**config.mk**
```make
export PLATFORM = sky130hd
export DESIGN_NAME = reduced_morus_stream_cipher
export DESIGN_NICKNAME = d
export VERILOG_FILES = /design/src/rtl/rmsc_pkg.sv /design/src/rtl/reduced_morus_stream_cipher.sv
export SDC_FILE = /design/constraint.sdc
export NUM_CORES = 1
export LEC_CHECK = 0
export BUFFER_PORTS_ARGS = -buffer_cell sky130_fd_sc_hd__buf_4
export CORE_ASPECT_RATIO = 0.7
export CORE_MARGIN = 1.5
export CORE_UTILIZATION = 62
export CTS_CLUSTER_DIAMETER = 120
export DETAILED_ROUTE_END_ITERATION = 16
export GPL_ROUTABILITY_DRIVEN = 0
export PLACE_DENSITY = 0.81
export SLEW_MARGIN = 0
export SYNTH_ARGS = -nofsm -noshare
export SYNTH_HDL_FRONTEND = slang
export SYNTH_SLANG_ARGS = --single-unit
```
**constraint.sdc**
```tcl
create_clock -name clk -period 2.8 [get_ports clk]
set_input_delay 0.42 -clock clk [delete_from_list [all_inputs] [get_ports clk]]
set_output_delay 0.42 -clock clk [all_outputs]
set_load 0.01 [all_outputs]
```
**src/rtl/rmsc_pkg.sv**
```systemverilog
`default_nettype none
// ----------------------------------------------------------------------------
// rmsc_pkg
// Shared types, constants and the round function of the reduced MORUS-style
// stream cipher.
// ----------------------------------------------------------------------------
package rmsc_pkg;

	localparam int WordW = 32;
	localparam int NumWords = 5;
	localparam int CfgIdxW = 2;
	localparam int InitRoundsDefault = 16;

	localparam logic [WordW-1:0] AllOnes = '1;

	localparam int Rot0 = 5;
	localparam int Rot1 = 31;
	localparam int Rot2 = 7;
	localparam int Rot3 = 22;
	localparam int Rot4 = 13;

	typedef logic [NumWords-1:0][WordW-1:0] words_t;

	typedef enum logic {
		OP_INIT    = 1'b0,
		OP_ENCRYPT = 1'b1
	} opcode_t;

	typedef enum logic [CfgIdxW-1:0] {
		REG_IV      = 2'd0,
		REG_KEY     = 2'd1,
		REG_CONST_A = 2'd2,
		REG_CONST_B = 2'd3
	} cfg_reg_t;

	typedef enum logic {
		ST_IDLE = 1'b0,
		ST_INIT = 1'b1
	} state_t;

	function automatic logic [WordW-1:0] rotl(input logic [WordW-1:0] x, input int unsigned n);
		return (x << n) | (x >> (WordW - n));
	endfunction

	// Each word update sees the words already updated earlier in the same round.
	function automatic words_t cipher_round(input words_t w, input logic [WordW-1:0] m);
		words_t r;
		r = w;
		r[0] = rotl(r[0] ^ (r[1] & r[2]) ^ r[3], Rot0);
		r[1] = rotl(r[1] ^ m ^ (r[2] & r[3]) ^ r[4], Rot1);
		r[2] = rotl(r[2] ^ m ^ (r[3] & r[4]) ^ r[0], Rot2);
		r[3] = rotl(r[3] ^ m ^ (r[4] & r[0]) ^ r[1], Rot3);
		r[4] = rotl(r[4] ^ m ^ (r[0] ^ r[1]) ^ r[2], Rot4);
		return r;
	endfunction

endpackage
`default_nettype wire

```
**src/rtl/reduced_morus_stream_cipher.sv**
```systemverilog
`default_nettype none
// ----------------------------------------------------------------------------
// reduced_morus_stream_cipher
// Five-word, 32-bit MORUS-style stream cipher with a single round unit.
// ----------------------------------------------------------------------------
// Usage:
// The input channel (in_valid/in_stall) carries an opcode and a plaintext
// word. An initialize word loads the state from the configuration registers
// and then runs INIT_ROUNDS rounds, one per cycle, in the shared round unit;
// it produces no output word and keeps in_stall high until its last round
// is done. An encrypt word is finished in the cycle it is
// accepted: the ciphertext is registered and the state takes one round, so
// encrypt words stream at one per cycle while the output is not stalled.
// The output channel (out_valid/out_stall) is a single output register; while
// it holds a word the receiver stalls, in_stall stays high, and the
// ciphertext holds. The configuration channel (cfg_valid/cfg_ready) is always
// ready and writes one of four key/IV/constant registers by index.
// Reset clears the state words, the configuration registers and the output
// register; the block is ready in the first cycle after reset.
// ----------------------------------------------------------------------------
module reduced_morus_stream_cipher #(
	parameter int INIT_ROUNDS = rmsc_pkg::InitRoundsDefault
) (
	input  wire logic                                clk,
	input  wire logic                                arst_n,
	input  wire logic                                in_valid,
	output      logic                                in_stall,
	input  wire logic                                opcode,
	input  wire logic [rmsc_pkg::WordW-1:0]          plaintext,
	output      logic                                out_valid,
	input  wire logic                                out_stall,
	output      logic [rmsc_pkg::WordW-1:0]          ciphertext,
	input  wire logic                                cfg_valid,
	output      logic                                cfg_ready,
	input  wire logic [rmsc_pkg::CfgIdxW-1:0]        cfg_index,
	input  wire logic [rmsc_pkg::WordW-1:0]          cfg_data
);

	localparam int CntW = (INIT_ROUNDS > 1) ? $clog2(INIT_ROUNDS) : 1;
	localparam logic [CntW-1:0] LastRound = CntW'(INIT_ROUNDS - 1);

	rmsc_pkg::state_t state_q, state_d;
	rmsc_pkg::words_t words_q, round_out;

	logic [CntW-1:0]             rnd_cnt_q;
	logic [rmsc_pkg::WordW-1:0]  iv_q, key_q, const_a_q, const_b_q;
	logic [rmsc_pkg::WordW-1:0]  round_msg;
	logic                        out_valid_q;
	logic [rmsc_pkg::WordW-1:0]  ciphertext_q;
	logic                        cfg_take;
	logic                        load_init, enc_step, init_step;

	assign cfg_ready  = 1'b1;
	assign cfg_take   = cfg_valid && cfg_ready;
	assign out_valid  = out_valid_q;
	assign ciphertext = ciphertext_q;

	// The round unit is shared by encrypt words and initialization rounds.
	assign round_msg = (state_q == rmsc_pkg::ST_INIT) ? '0 : plaintext;
	assign round_out = rmsc_pkg::cipher_round(words_q, round_msg);

	always_comb begin
		state_d   = state_q;
		in_stall  = 1'b1;
		load_init = 1'b0;
		enc_step  = 1'b0;
		init_step = 1'b0;
		unique case (state_q)
			rmsc_pkg::ST_IDLE: begin
				in_stall = out_valid_q && out_stall;
				if (in_valid && !in_stall) begin
					if (opcode == rmsc_pkg::OP_ENCRYPT) begin
						enc_step = 1'b1;
					end else begin
						load_init = 1'b1;
						state_d   = rmsc_pkg::ST_INIT;
					end
				end
			end
			rmsc_pkg::ST_INIT: begin
				init_step = 1'b1;
				if (rnd_cnt_q == LastRound) begin
					state_d = rmsc_pkg::ST_IDLE;
				end
			end
			default: begin
				state_d = rmsc_pkg::ST_IDLE;
			end
		endcase
	end

	always_ff @(posedge clk or negedge arst_n) begin
		if (!arst_n) begin
			state_q <= rmsc_pkg::ST_IDLE;
		end else begin
			state_q <= state_d;
		end
	end

	always_ff @(posedge clk or negedge arst_n) begin
		if (!arst_n) begin
			rnd_cnt_q <= '0;
		end else if (load_init) begin
			rnd_cnt_q <= '0;
		end else if (init_step) begin
			rnd_cnt_q <= rnd_cnt_q + 1'b1;
		end
	end

	always_ff @(posedge clk or negedge arst_n) begin
		if (!arst_n) begin
			words_q <= '0;
		end else if (load_init) begin
			words_q[0] <= iv_q;
			words_q[1] <= key_q;
			words_q[2] <= rmsc_pkg::AllOnes;
			words_q[3] <= const_a_q;
			words_q[4] <= const_b_q;
		end else if (enc_step || init_step) begin
			words_q <= round_out;
		end
	end

	always_ff @(posedge clk or negedge arst_n) begin
		if (!arst_n) begin
			iv_q      <= '0;
			key_q     <= '0;
			const_a_q <= '0;
			const_b_q <= '0;
		end else if (cfg_take) begin
			unique case (rmsc_pkg::cfg_reg_t'(cfg_index))
				rmsc_pkg::REG_IV:      iv_q      <= cfg_data;
				rmsc_pkg::REG_KEY:     key_q     <= cfg_data;
				rmsc_pkg::REG_CONST_A: const_a_q <= cfg_data;
				rmsc_pkg::REG_CONST_B: const_b_q <= cfg_data;
				default: ;
			endcase
		end
	end

	always_ff @(posedge clk or negedge arst_n) begin
		if (!arst_n) begin
			out_valid_q <= 1'b0;
		end else if (enc_step) begin
			out_valid_q <= 1'b1;
		end else if (!out_stall) begin
			out_valid_q <= 1'b0;
		end
	end

	// The keystream comes from the state before this word's round.
	always_ff @(posedge clk or negedge arst_n) begin
		if (!arst_n) begin
			ciphertext_q <= '0;
		end else if (enc_step) begin
			ciphertext_q <= plaintext ^ words_q[0] ^ words_q[1] ^ (words_q[2] & words_q[3]);
		end
	end

endmodule
`default_nettype wire

```
; Yosys cells after proc, flatten, opt, wreduce, memory -nomap -nowiden
; Index checks and enable logic that the tools add are counted.
[word_totals]
ff_bits = 326
input_bits = 72
elab_cells = 75
[op_classes]
addsub = 1
eq_ne = 5
n_mux = 17
bitwise_logic = 28
reduce_logical = 11
[op_table]
columns = op, n
row1 = bitwise XOR 32 bit, 18
row2 = 2-to-1 mux 160 bit, 2
row3 = AND 32 bit, 4
row4 = 2-to-1 mux 32 bit, 1
row5 = bitwise OR 32 x 13 -> 32 bit, 1
row6 = bitwise OR 32 x 22 -> 32 bit, 1
row7 = bitwise OR 32 x 31 -> 32 bit, 1
row8 = bitwise OR 32 x 5 -> 32 bit, 1
row9 = bitwise OR 32 x 7 -> 32 bit, 1
row10 = 2-to-1 mux 1 bit, 11
row11 = 2-to-1 mux 4 bit, 2
row12 = AND reduction 2 bit, 4
row13 = "adder 4 x 1 -> 4 bit, second input constant", 1
row14 = "equality test 2 bit, second input constant", 2
row15 = "equality test 4 bit, second input constant", 1
row16 = nonzero test 2 bit, 2
row17 = "equality test 2 x 1 -> 1 bit, second input constant", 1
row18 = logical AND 1 bit, 2
row19 = logical NOT 2 bit, 1
row20 = "!= test 2 x 1 -> 1 bit, second input constant", 1
row21 = one-hot mux 1 bit (2 select lines), 1
row22 = logical NOT 1 bit, 1
row23 = logical OR 1 bit, 1
row24 = inverter 1 bit, 1

; Logic depth before layout (Yosys ltp)
[logic_depth]
ltp_word = 11
depth_mapped = 10
ltp_nobuf = 6

; Worst setup path before layout
; No wires, ideal clock.
[synth_path]
path_kind = register -> register
start = reg state_q
end = reg words_q[137] (netlist bit)
arrival_time_ps = 1809
path_slack_ps = 854
stages_incl_launch_ff = 8
period_less_slack_ps = 1946
cell_sequence = dfrtp_1 buf_6 buf_12 nor2b_2 xnor3_1 xor2_1 xnor2_1 a21oi_1
[synth_via]
elab_chain_cells = 11
[synth_lines]
columns = element, line
row1 = start: declaration, reduced_morus_stream_cipher.sv:42  ; rmsc_pkg::state_t state_q, state_d;
row2 = start signal: assignment, reduced_morus_stream_cipher.sv:94  ; state_q <= rmsc_pkg::ST_IDLE;
row3 = start signal: assignment, reduced_morus_stream_cipher.sv:96  ; state_q <= state_d;
row4 = 2-to-1 mux 32 bit, reduced_morus_stream_cipher.sv:59  ; assign round_msg = (state_q == rmsc_pkg::ST_INIT) ? '0 : plaintext;
row5 = bitwise XOR 32 bit (3 in a row), rmsc_pkg.sv:50  ; r[1] = rotl(r[1] ^ m ^ (r[2] & r[3]) ^ r[4], Rot1);
row6 = bitwise OR 32 x 31 -> 32 bit, rmsc_pkg.sv:42  ; return (x << n) | (x >> (WordW - n));
row7 = bitwise XOR 32 bit (3 in a row), rmsc_pkg.sv:53  ; r[4] = rotl(r[4] ^ m ^ (r[0] ^ r[1]) ^ r[2], Rot4);
row8 = bitwise OR 32 x 13 -> 32 bit, rmsc_pkg.sv:42
row9 = 2-to-1 mux 160 bit, reduced_morus_stream_cipher.sv:119  ; end else if (enc_step || init_step) begin
row10 = 2-to-1 mux 160 bit, reduced_morus_stream_cipher.sv:113  ; end else if (load_init) begin
row11 = end signal: assignment, reduced_morus_stream_cipher.sv:120  ; words_q <= round_out;
row12 = end: declaration, reduced_morus_stream_cipher.sv:43  ; rmsc_pkg::words_t words_q, round_out;
; Several ways; a longest one is shown, not always the timed one. The select of a mux whose other input is x is not followed.
; A chain may end at the register's enable or synchronous reset.

; Worst setup path after layout
[layout_path]
start = reg state_q
end = reg words_q[140] (netlist bit)
; Same word-level chain as after synthesis.

==> summary.md <==
| Metric | Value |
|---|---|
| Kind of capture point of the worst setup path | flip-flop |
| Worst clock skew | ~0.011 ns |
| Netlist Area Pre-Place | around 19000 um^2 |
| Sequential area share after synthesis | around 42% |
| Yosys top cell area share | a little over two fifths |
| Worst hold path depth | 2 |
| Root Buffer | clkbuf_16 |
| Most frequent CP cell | xnor3_1 |
| Initial antenna violation count | 6 |
| Setup slack after layout | roughly 0.15 ns |
| Crit-path max FO | 22 |
| Flop and latch count out of synthesis | roughly 330 |
| Worst endpoint required time | approximately 3.2 ns |
| Io pins | ~110 |
| CTS tree | built |
| Post-route ant nets | 0 |
| Min-delay worst type | in -> reg |
| Post-synth EDFFs | 0 |
| DRT iter0 DRCs | about 1.9k |
| WHS | 0.140 ns |
| Ys flop type | dfrtp_1 |
| Die X | approximately 210 um |
| CP arrival | slightly above 3 ns |
| Initial Util | between 60% and 70% |
| Pre-CTS setup slack | 0.226 ns |
| Vias | ~15k |
| Setup TNS | 0 ns |
| Core Footprint | ~30000 um^2 |
| Routed wire per std cell | ~26 um |
| Synth async-reset ratio | 100% |
| Synth Warn # | 0 |
| Final Slew Violations | 0 |
| HPWL Detailed | roughly 43000 um |
| Final worst path period need | 2.65 ns |
| Clk Latency, worst-skew pair | 0.54 ns |
| Worst-path clk slew | about 0.060 ns |
| Outcome | complete, no violations |
| Layout area overhead | 14.4% |
| Hold Buf Count CTS | 1 |
| MaxCap Viol Count | 0 |
| Syn Nets | roughly 1.9k |
| Number of core rows | between 50 and 60 |
| Synth Instances | approximately 1.8k |
| Final core occ | about 73% |
| Fin crit share | 94.8% |
| Clock tree sinks | around 330 |
| # setup viols final | 0 |
| CTS buffer count | 34 |
| DRC viols | 0 |
| Synth top area cells | dfrtp_1 (42%), xnor2_1 (11%), mux2_2 (7.5%) |
| First-pass GRT wire length | ~90000 um |
| H-tree level count | 2 |
| Drt via density | between 6 and 7 |
| Commonest cells post-synth | dfrtp_1 (326), xnor2_1 (247), nand2_1 (232), nor2_1 (164), a21oi_1 (161) |
| Final WL | between 60000 and 70000 um |
| Synth Area per Inst | between 10 and 15 um^2 |
| RSZ-0062 raised after global routing | no |
| FF-to-FF path depth | 7 |
| Layout cells sized above 1 | a little under a quarter |
| Clock Tree Buf Depth | 3 |
| Count leader, synth | dfrtp_1 |
| Die ar. | between 30000 and 40000 um^2 |
| Final hold vios | 0 |
| Critical path startpoint category | flip-flop |
| Tot GR Track Use | about two fifths |
| Fin nets | 1993 |
| Vias in the first global route | around 14k |
| CP Class | reg -> reg |
| Cell Chain, Critical Path | buf_12 -> nor2b_2 -> xor2_1 -> xnor3_1 -> xnor3_1 -> nor2_1 -> o21ai_0 |
| Largest net degree at the start of global routing | 80 |
| Port Buffers | between 100 and 150 |
| Die height | approximately 150 um |
| Pin slew with the least headroom to its limit | roughly 0.76 ns |
| Dominant cell type by area after synthesis | dfrtp_1 |
| Worst rel slew slack | 49.3% |
| Detailed Routing Iterations Pass 1 | 6 |
| Setup bufs post-CTS | 0 |
| Post-cts resize count | 0 |
| Highest clock rate | approximately 380 MHz |
| CP max stage cell | dfrtp_4 |
| GRT overflow | 0 |
| Netlist cell types | 45 |
| Worst path max stage delay | 0.66 ns |
==> cell families after synthesis <==
group	Yosys count	synth area share, %
adder cells (fa/ha/maj)	1	0.0650
multiplexers	137	7.96
other	1	0.0195
XOR/XNOR	461	27.6
flip-flops	326	42.4
AO/OA/AOI/OAI	323	9.47
AND/OR/NAND/NOR	455	10.4
buffers and inverters	88	2.09
==> layout make-up <==
| cell class | count | area, um^2 |
|---|---|---|
| multi-input combinational | 1378 | 10800 |
| fill | 2058 | 8280 |
| sequential | 326 | 8160 |
| timing repair buffer | 179 | 1520 |
| clock buffer | 48 | 1010 |
| tap | 412 | 515 |
| clock inverter | 12 | 70.1 |
| inverter | 1 | 3.75 |
| antenna | 1 | 2.50 |
==> flip-flops by register name (all words and copies together), names as in the netlist, 4 cells and up <==
signal,count
ciphertext,32
const_a_q,32
const_b_q,32
iv_q,32
key_q,32
rnd_cnt_q,4
words_q,160
==> layout by cell type (no fill, tap or decap), types with 2 or more instances in the layout <==
cell	Yosys	routed
a21oi_1	161	160
nand2_1	232	232
mux2_2	129	129
xnor2_4	7	7
o21ai_0	74	74
nand3b_1	3	3
xnor2_2	41	41
nor2b_1	16	16
o22a_1	22	22
a2bb2oi_1	4	4
o22ai_1	12	12
nor2_1	164	161
clkinv_2	0	9
clkinv_4	0	2
clkbuf_8	0	4
xor2_1	104	104
a21o_1	9	9
nor2b_4	17	17
clkbuf_1	44	7
buf_4	3	164
dfrtp_1	326	325
buf_12	1	13
or3_1	2	2
nor2_4	0	3
nand3_1	3	2
o21a_1	9	9
xnor2_1	247	247
a31oi_1	18	18
clkbuf_16	0	37
a22oi_1	8	8
nor2b_2	8	8
o21ai_1	4	4
mux2i_1	8	8
xor2_2	3	3
xnor3_1	59	59
nand2b_1	3	2
==> critical path: cells and delay by family (launching register included) <==
| kind | cells | cell delay [ns] |
|---|---|---|
| buffers and inverters | 1 | 0.24 |
| AO/OA/AOI/OAI | 1 | 0.09 |
| flip-flops | 1 | 0.66 |
| AND/OR/NAND/NOR | 2 | 0.43 |
| XOR/XNOR | 3 | 1.09 |
==> stage by stage <==
stage,area [um^2],std cells
detailed placement,20900,2295
floorplan,19300,1792
finish,22000,2357
global placement,20900,2295
CTS,22000,2356
global route,22000,2356
==> final timing paths <==
path,from,to,slack (ns)
max,state_q,words_q[140],0.15
min,cfg_data[4],const_a_q[4],0.14
max reg2reg,state_q,words_q[140],0.15
min reg2reg,key_q[22],key_q[22],0.50
max in group asynchronous,arst_n,const_b_q[30],1.52
min in group asynchronous,arst_n,ciphertext[21],0.50
==> metal layers <==
metal  global-route usage, %  wire [um]  share of wire (%)
met5                   0.470        147               0.24
met4                    17.4       2900                4.8
met3                    15.6       8330                 14
met2                    55.3      25500                 42
met1                    51.4      23300                 39
Power is not shown: default switching activity piles up to over one toggle a cycle in this logic, so the estimate is an artifact.
